[src/hw/rtl/lcdrs_pkg.sv]
// Shared constants and types of the character LCD refresh scanner.
// Depends on nothing; the top level, the scan sequencer and the checker refer to it by scoped names.
package lcdrs_pkg;

  localparam int COLUMNS = 16;
  localparam int ROWS    = 2;
  localparam int CELLS   = COLUMNS * ROWS;
  localparam int CELL_AW = (CELLS > 1) ? $clog2(CELLS) : 1;

  localparam int COL_W  = 6;
  localparam int ROW_W  = 1;
  localparam int BYTE_W = 8;

  localparam logic [BYTE_W-1:0] BLANK_CODE  = 8'h20;
  localparam logic [BYTE_W-1:0] ROW_STRIDE  = 8'h40;
  localparam logic [BYTE_W-1:0] SET_ADDRESS = 8'h80;

  localparam logic OP_TICK  = 1'b0;
  localparam logic OP_WRITE = 1'b1;

  localparam logic RS_COMMAND = 1'b0;
  localparam logic RS_DATA    = 1'b1;

  // What the scan sequencer asks of the datapath for one refresh tick
  typedef struct packed {
    logic                      cmd;
    logic [CELL_AW-1:0]        addr;
    logic [BYTE_W-1:0]         cmd_byte;
  } scan_req_t;

endpackage

[src/hw/rtl/char_lcd_refresh_scanner_top.sv]
// Top level of the character LCD refresh scanner: frame buffer RAM, valid bits, output stages.
// Depends on lcdrs_pkg, lcdrs_ram and lcdrs_scan.
//
// While in_ready is high the block takes one transaction per cycle on the input channel,
// writes and ticks alike. A write stores a character into the frame buffer and gives no
// result; a tick gives one byte: the buffered character (register_select high) or, once the
// scan runs past the last column, a set-address command for column 0 of the next row
// (register_select low). A tick result passes through the single, registered read port of
// the frame buffer RAM and then the output register. The read stage and the output register
// form a two-deep queue, so input is still taken while one result waits at the output.
// Reset makes the buffer read as spaces at once through a valid bit per cell; there is no
// clearing pass.
module char_lcd_refresh_scanner_top (
  input  logic                         clk,
  input  logic                         rst_n,
  input  logic                         in_valid,
  output logic                         in_ready,
  input  logic                         in_operation,
  input  logic [lcdrs_pkg::COL_W-1:0]  in_column,
  input  logic [lcdrs_pkg::ROW_W-1:0]  in_row,
  input  logic [lcdrs_pkg::BYTE_W-1:0] in_character,
  output logic                         out_valid,
  input  logic                         out_ready,
  output logic [lcdrs_pkg::BYTE_W-1:0] out_lcd_byte,
  output logic                         out_register_select
);

  lcdrs_pkg::scan_req_t req;

  logic in_acc, tick_acc, wr_acc, wr_in_range;
  logic s1_move;
  logic [lcdrs_pkg::CELL_AW-1:0] waddr;
  logic [lcdrs_pkg::BYTE_W-1:0]  rdata;

  logic [lcdrs_pkg::CELLS-1:0] vld_r, vld_nxt;

  logic                         s1_valid_r, s1_valid_nxt;
  logic                         s1_cmd_r;
  logic                         s1_vld_r;
  logic [lcdrs_pkg::BYTE_W-1:0] s1_cmd_byte_r;
  logic [lcdrs_pkg::BYTE_W-1:0] s1_byte;

  logic                         out_valid_r, out_valid_nxt;
  logic [lcdrs_pkg::BYTE_W-1:0] out_byte_r;
  logic                         out_rs_r;

  assign s1_move  = !out_valid_r || out_ready;
  assign in_ready = !s1_valid_r || s1_move;
  assign in_acc   = in_valid && in_ready;
  assign tick_acc = in_acc && (in_operation == lcdrs_pkg::OP_TICK);

  assign wr_in_range = (int'(in_column) < lcdrs_pkg::COLUMNS)
                    && (int'(in_row) < lcdrs_pkg::ROWS);
  assign wr_acc = in_acc && (in_operation == lcdrs_pkg::OP_WRITE) && wr_in_range;
  assign waddr  = lcdrs_pkg::CELL_AW'(int'(in_row) * lcdrs_pkg::COLUMNS + int'(in_column));

  lcdrs_scan u_scan (
    .clk     (clk),
    .rst_n   (rst_n),
    .advance (tick_acc),
    .req     (req)
  );

  // Writes land at acceptance, so a later tick's read always sees them
  lcdrs_ram #(
    .WIDTH (lcdrs_pkg::BYTE_W),
    .DEPTH (lcdrs_pkg::CELLS)
  ) u_fb_ram (
    .clk   (clk),
    .we    (wr_acc),
    .waddr (waddr),
    .wdata (in_character),
    .re    (tick_acc),
    .raddr (req.addr),
    .rdata (rdata)
  );

  always_comb begin
    vld_nxt = vld_r;
    if (wr_acc) begin
      vld_nxt[waddr] = 1'b1;
    end
  end

  always_comb begin
    if (tick_acc) begin
      s1_valid_nxt = 1'b1;
    end else if (s1_move) begin
      s1_valid_nxt = 1'b0;
    end else begin
      s1_valid_nxt = s1_valid_r;
    end
    out_valid_nxt = s1_move ? s1_valid_r : out_valid_r;
  end

  // A cell never written reads as a space
  always_comb begin
    if (s1_cmd_r) begin
      s1_byte = s1_cmd_byte_r;
    end else if (s1_vld_r) begin
      s1_byte = rdata;
    end else begin
      s1_byte = lcdrs_pkg::BLANK_CODE;
    end
  end

  always_ff @(posedge clk) begin
    if (!rst_n) begin
      vld_r       <= '0;
      s1_valid_r  <= 1'b0;
      out_valid_r <= 1'b0;
    end else begin
      vld_r       <= vld_nxt;
      s1_valid_r  <= s1_valid_nxt;
      out_valid_r <= out_valid_nxt;
    end
  end

  always_ff @(posedge clk) begin
    if (tick_acc) begin
      s1_cmd_r      <= req.cmd;
      s1_cmd_byte_r <= req.cmd_byte;
      s1_vld_r      <= vld_r[req.addr];
    end
    if (s1_move && s1_valid_r) begin
      out_byte_r <= s1_byte;
      out_rs_r   <= s1_cmd_r ? lcdrs_pkg::RS_COMMAND : lcdrs_pkg::RS_DATA;
    end
  end

  assign out_valid           = out_valid_r;
  assign out_lcd_byte        = out_byte_r;
  assign out_register_select = out_rs_r;

endmodule

[src/hw/rtl/lcdrs_ram.sv]
// Generic single-write, single-read RAM with a registered, enabled read port.
// No dependencies.
module lcdrs_ram #(
  parameter int WIDTH = 8,
  parameter int DEPTH = 32
) (
  input  logic                                       clk,
  input  logic                                       we,
  input  logic [((DEPTH > 1) ? $clog2(DEPTH) : 1)-1:0] waddr,
  input  logic [WIDTH-1:0]                           wdata,
  input  logic                                       re,
  input  logic [((DEPTH > 1) ? $clog2(DEPTH) : 1)-1:0] raddr,
  output logic [WIDTH-1:0]                           rdata
);

  logic [WIDTH-1:0] mem [DEPTH];
  logic [WIDTH-1:0] rdata_r;

  always_ff @(posedge clk) begin
    if (we) begin
      mem[waddr] <= wdata;
    end
    if (re) begin
      rdata_r <= mem[raddr];
    end
  end

  assign rdata = rdata_r;

endmodule

[src/hw/rtl/lcdrs_scan.sv]
// Scan position sequencer: column and row counters, cell address and set-address command.
// Depends on lcdrs_pkg.
module lcdrs_scan (
  input  logic                  clk,
  input  logic                  rst_n,
  input  logic                  advance,
  output lcdrs_pkg::scan_req_t  req
);

  logic [lcdrs_pkg::COL_W-1:0] scan_col_r, scan_col_nxt;
  logic [lcdrs_pkg::ROW_W-1:0] scan_row_r, scan_row_nxt;
  logic [lcdrs_pkg::ROW_W-1:0] next_row;
  logic                        past_end;

  assign past_end = int'(scan_col_r) >= lcdrs_pkg::COLUMNS;

  always_comb begin
    // wrap to the first row after the last one
    if (int'(scan_row_r) + 1 >= lcdrs_pkg::ROWS) begin
      next_row = '0;
    end else begin
      next_row = scan_row_r + lcdrs_pkg::ROW_W'(1);
    end
  end

  always_comb begin
    req.cmd      = past_end;
    req.addr     = lcdrs_pkg::CELL_AW'(int'(scan_row_r) * lcdrs_pkg::COLUMNS
                                       + int'(scan_col_r));
    req.cmd_byte = lcdrs_pkg::SET_ADDRESS
                 | lcdrs_pkg::BYTE_W'(int'(next_row) * int'(lcdrs_pkg::ROW_STRIDE));
    scan_col_nxt = scan_col_r;
    scan_row_nxt = scan_row_r;
    if (advance) begin
      if (past_end) begin
        scan_col_nxt = '0;
        scan_row_nxt = next_row;
      end else begin
        scan_col_nxt = scan_col_r + lcdrs_pkg::COL_W'(1);
      end
    end
  end

  always_ff @(posedge clk) begin
    if (!rst_n) begin
      scan_col_r <= '0;
      scan_row_r <= '0;
    end else begin
      scan_col_r <= scan_col_nxt;
      scan_row_r <= scan_row_nxt;
    end
  end

endmodule

[config.mk]
export PLATFORM = sky130hd
export DESIGN_NAME = char_lcd_refresh_scanner_top
export DESIGN_NICKNAME = d
export VERILOG_FILES = /design/src/hw/rtl/lcdrs_pkg.sv /design/src/hw/rtl/char_lcd_refresh_scanner_top.sv /design/src/hw/rtl/lcdrs_ram.sv /design/src/hw/rtl/lcdrs_scan.sv
export SDC_FILE = /design/constraint.sdc
export NUM_CORES = 1
export LEC_CHECK = 0
export BUFFER_PORTS_ARGS = -buffer_cell sky130_fd_sc_hd__buf_2
export CAP_MARGIN = 0
export CELL_PAD_IN_SITES_DETAIL_PLACEMENT = 0
export CELL_PAD_IN_SITES_GLOBAL_PLACEMENT = 1
export CORE_ASPECT_RATIO = 2
export CORE_UTILIZATION = 50
export CTS_CLUSTER_SIZE = 40
export DETAILED_ROUTE_END_ITERATION = 6
export HOLD_SLACK_MARGIN = 0.1
export PLACE_DENSITY = 0.69
export SETUP_SLACK_MARGIN = 0.02
export SYNTH_ARGS = -nofsm -noshare
export SYNTH_HDL_FRONTEND = slang
export SYNTH_HIERARCHICAL = 1
export SYNTH_SLANG_ARGS = --single-unit
[constraint.sdc]
create_clock -name clk -period 3.9 [get_ports clk]
set_input_delay 0.39 -clock clk [delete_from_list [all_inputs] [get_ports clk]]
set_output_delay 0.39 -clock clk [all_outputs]
set_load 0.01 [all_outputs]
# Yosys cells after proc, flatten, opt, wreduce, memory -nomap -nowiden
# Memory sizes are Yosys's and may differ from the RTL's. A register that Yosys moved wholly into a read port is not among the register bits.
# Index checks and enable logic that the tools add are counted.
# totals
mem_bits_rw	256
input_bits	20
reg_bits	53
out_inout_bits	11
n_memories	1
word_cells	53
# classes
addsub	5
reduce_logical	13
order_cmp	6
muxes	13
bitwise	3
# memory_table
name	words	word_bits	read_ports	rd_ports_with_merged_regs	wr	line	text
u_fb_ram.mem	32	8	1	1	1	lcdrs_ram.sv:16	logic [WIDTH-1:0] mem [DEPTH];
# ops
cell	count
$ge A32 B3 Y1 const B	1
$or A32 B32 Y32	1
$lt A5 B6 Y1 const B	2
$add A5 B5 Y5	2
$mux W1	8
$mux W8	1
$mux W7	1
$add A6 B1 Y6 const B	1
$ge A6 B5 Y1 const B	1
$logic_and A1 B1 Y1	6
$lt A6 B5 Y1 const B	1
$mux W6	1
$bmux W1 S5	1
$demux W1 S5	1
$ge A5 B1 Y1 const B	1
$add A1 B1 Y2 const B	1
$logic_not A1 Y1	2
$logic_or A1 B1 Y1	2
$not A1 Y1	2
$reduce_and A2 Y1	1
$reduce_bool A2 Y1	1
$reduce_or A2 Y1	1
$add A1 B1 Y1 const B	1

# Logic depth before layout (Yosys ltp)
# depth
depth_word	8
ltp_mapped	8

# Cells and area by module
# The synthesis kept the hierarchy.
# modules_own_cells
module	area_per_inst_um2	n_inst	cells_each	seq_area_each_um2
lcdrs_ram	10133.5	1	417	7927.6
char_lcd_refresh_scanner_top	2208.4	1	185	1251.2
lcdrs_scan	415.4	1	47	140.1

# Worst setup path before layout
# No wires, ideal clock.
# synth_path
path_type	reg-to-reg
startpoint	reg u_scan/scan_col_r[2] in the netlist's numbering
endpoint	reg u_fb_ram.rdata_r[0], in the netlist u_fb_ram/rdata[0], read port of u_fb_ram.mem, data pin
t_required_ns	3.640
slack_ns	1.463
path_buffers	3
arrival_ns	2.177
path_stages_with_launch	7
setup_ns	0.260
path_cell_list	dfxtp_1 > buf_4 > clkbuf_1 > clkbuf_1 > mux4_2 > mux4_2 > mux2_2
# synth_rtl
item	line	text
start: declaration	lcdrs_scan.sv:10	logic [lcdrs_pkg::COL_W-1:0] scan_col_r, scan_col_nxt;
start signal: assignment	lcdrs_scan.sv:49	scan_col_r <= scan_col_nxt;
end: declaration	lcdrs_ram.sv:17	logic [WIDTH-1:0] rdata_r;

# Worst setup path in the final report
# layout_path
startpoint	reg u_scan/scan_col_r[0] in the netlist's numbering
endpoint	reg u_fb_ram.rdata_r[6], in the netlist u_fb_ram/rdata[6], read port of u_fb_ram.mem, data pin
# layout_via
elab_chain_cells	1
# layout_lines
item	line	text
$add A5 B5 Y5	lcdrs_scan.sv:29	+ int'(scan_col_r));
# Every way passes these cells.
# A chain may end at the register's enable or synchronous reset.

==> flow_metrics.tcl <==
set metrics [dict create \
    r2r_setup_slack_ns 1.15 \
    cp_max_fo 39 \
    hpwl_mm 19.11 \
    finalClockSkew_ns 0.02761 \
    place.gp.congestion 0.8525 \
    setup_viol 0 \
    drtPass1Iterations 4 \
    dp.cells 991 \
    critPathCaptureType "register" \
    diodes 0 \
    io_pins 31 \
    cts_root_buffer "clkbuf_16" \
    crit_type "reg -> reg" \
    cts_hold_buf 0 \
    drc 0 \
    grt_pass1_vias 6430 \
    clk_latency_ns 0.56 \
    core_um2 25030 \
    synth.most_common_cell "edfxtp_1" \
    cts_tree "built" \
    dieWidth_um 114.9 \
    synth_seq_cells 324 \
    ff2ff_path_depth 4 \
    setup-tns-final_ns 0 \
    ys_warn_count 6 \
    synth_cell_types 50 \
    arrival_ns 3.03 \
    r2r_end "u_fb_ram/rdata[6]$_DFFE_PP_" \
    synthesis.area_um2 12760 \
    r2r-start "u_scan/scan_col_r[0]$_SDFFE_PN0P_" \
    post_drt_wl_per_cell_um 25.78 \
    grt_pass1_wl_mm 40.33 \
    overflow 0 \
    synth-main-ff-cell "edfxtp_1" \
    drt_wl_total_mm 26.94 \
    preCtsSetupSlack_ns 1.055 \
    syn-mean-instance-area_um2 19.66 \
    fin_nets 707 \
    clk_pin_slew_ns 0.06 \
    max-cap-violations 0 \
    worst_hold_path.endpoint "s1_valid_r$_SDFFE_PN0P_" \
    drt_iter0_drc 469 \
    synthCells 649 \
    grt_util_all_layers 0.2179 \
    die_height_um 227.9 \
    power_leakage_nw 4.414 \
    tightest_slew_ns 0.9667 \
    avgViaCountPerCell 5.792 \
    fin_ws_ns 1.153 \
    dr_total_vias 6053 \
    synthTopCellsByCount "edfxtp_1, mux4_2, nor2_1" \
    cts_sinks 324 \
    synth_edf_count 283 \
    max_freq_mhz 364.0 \
    antenna_found_initial 0 \
    ir_drop_mv 0.4067 \
    slew_viol_final 0 \
    synth_area_leaders "edfxtp_1, mux4_2, dfxtp_1, a22o_1, mux2i_1" \
    start_util 0.5096 \
    fin_crit_sh 0.7044 \
    ys_async_sr_fraction 0 \
    status "finished clean" \
    grt_max_degree 41 \
    fin_crit_ns 2.747 \
    port_buffers 30 \
    cts_buffers 29 \
    setup.worst_path.start_class "register" \
    max_slew_margin 0.3531 \
    min_from "in_operation" \
    timing.hold.ws_ns 0.2397 \
    ant_nets 0 \
    syn2layout_area_growth_pct 11.21 \
    rsz0062_at_grt "false" \
    num_rows 82 \
    hold_class "in -> reg" \
    htree_levels 1 \
    synth_seq_area_share 0.7305 \
    clockBufferDepth 3 \
    die_area_um2 26200 \
    netlist.top_cell.by_area "edfxtp_1" \
    hold_violations 0 \
    required_ns 4.19 \
    p_per_area_nw_per_um2 485.0 \
    hold_depth 3 \
    finalPower_mw 6.881 \
    cts_setup_buffers 0 \
    startpoint "u_scan/scan_col_r[0]$_SDFFE_PN0P_" \
    cts_resized 0 \
    finalNonFillerCells 1045 \
    final_layout_size_suffix_gt1_frac 0.2821 \
    synthDominantCellAreaShare 0.6661 \
]
-- where the power goes --
group	total, mW	internal [mW]	switching (mW)
Sequential	3.82	3.79	0.0296
Clock	2.79	1.56	1.23
Combinational	0.275	0.119	0.156
Total	6.88	5.47	1.41
-- final cells by class --
cell class                      count  area (um2)
Sequential cell                   324        9325
Tap cell                          336       420.4
Timing Repair Buffer               46       295.3
Multi-Input combinational cell    278        3172
Fill cell                        1947       10850
Clock buffer                       39       783.3
Inverter                            7       26.28
Clock inverter                     15       165.2
-- critical path: stages, from the launching register on --
cell	delay, ns
dfxtp_4	0.78
buf_12	0.36
mux4_2	0.56
mux4_2	0.47
mux2_2	0.28
-- sequential cells by signal (all words and copies together) (netlist names) --
| signal | flops |
|---|---|
| u_fb_ram/mem | 256 |
| vld_r | 32 |
| out_lcd_byte | 8 |
| s1_cmd_byte_r | 8 |
| u_fb_ram/rdata | 8 |
| u_scan/scan_col_r | 6 |
| out_register_select | 1 |
| out_valid | 1 |
| s1_cmd_r | 1 |
| s1_valid_r | 1 |
| s1_vld_r | 1 |
| u_scan/scan_row_r | 1 |
-- worst max path at each step --
stage                               endpoint  cells after the start
3_5_place_dp    u_fb_ram/mem[8][3]$_DFFE_PP_                      7
3_3_place_gp   u_fb_ram/mem[11][0]$_DFFE_PP_                      5
6_report         u_fb_ram/rdata[6]$_DFFE_PP_                      4
4_1_cts          u_fb_ram/rdata[3]$_DFFE_PP_                      4
2_1_floorplan    u_fb_ram/rdata[0]$_DFFE_PP_                      6
5_1_grt          u_fb_ram/rdata[6]$_DFFE_PP_                      4
-- per-layer routing --
metal / wire (um) / global-route usage
met4: 1383 / 0.1075
met5: 0 / 0
met1: 8741 / 0.2181
met2: 16010 / 0.4277
met3: 807 / 0.02338
-- placed cells by master, fill, tap and decap left out, drive strengths merged, types with 5 or more instances in the layout --
cell	instances
o21ai	5
dfxtp	41
clkinv	5
inv	9
mux2i	17
a22o	30
edfxtp	283
nor2	44
conb	7
nand2	24
mux2	8
mux4	80
buf	46
clkinvlp	6
nand3b	7
clkbuf	39
-- per-stage QoR --
step	util	cell area, um2
global route	0.5667	14190
detailed placement	0.5288	13240
floorplan	-	12780
CTS	0.5667	14190
finish	0.5667	14190
global placement	0.5288	13240
-- cell families after synthesis --
group | share of synthesized area
AO/OA/AOI/OAI | 0.03433
XOR/XNOR | 0.004120
adder cells (fa/ha/maj) | 0.0009806
buffers and inverters | 0.02315
flip-flops | 0.7305
multiplexers | 0.1616
other | 0.0005887
AND/OR/NAND/NOR | 0.04472
Note: power is estimated with default switching activity, not from simulation.
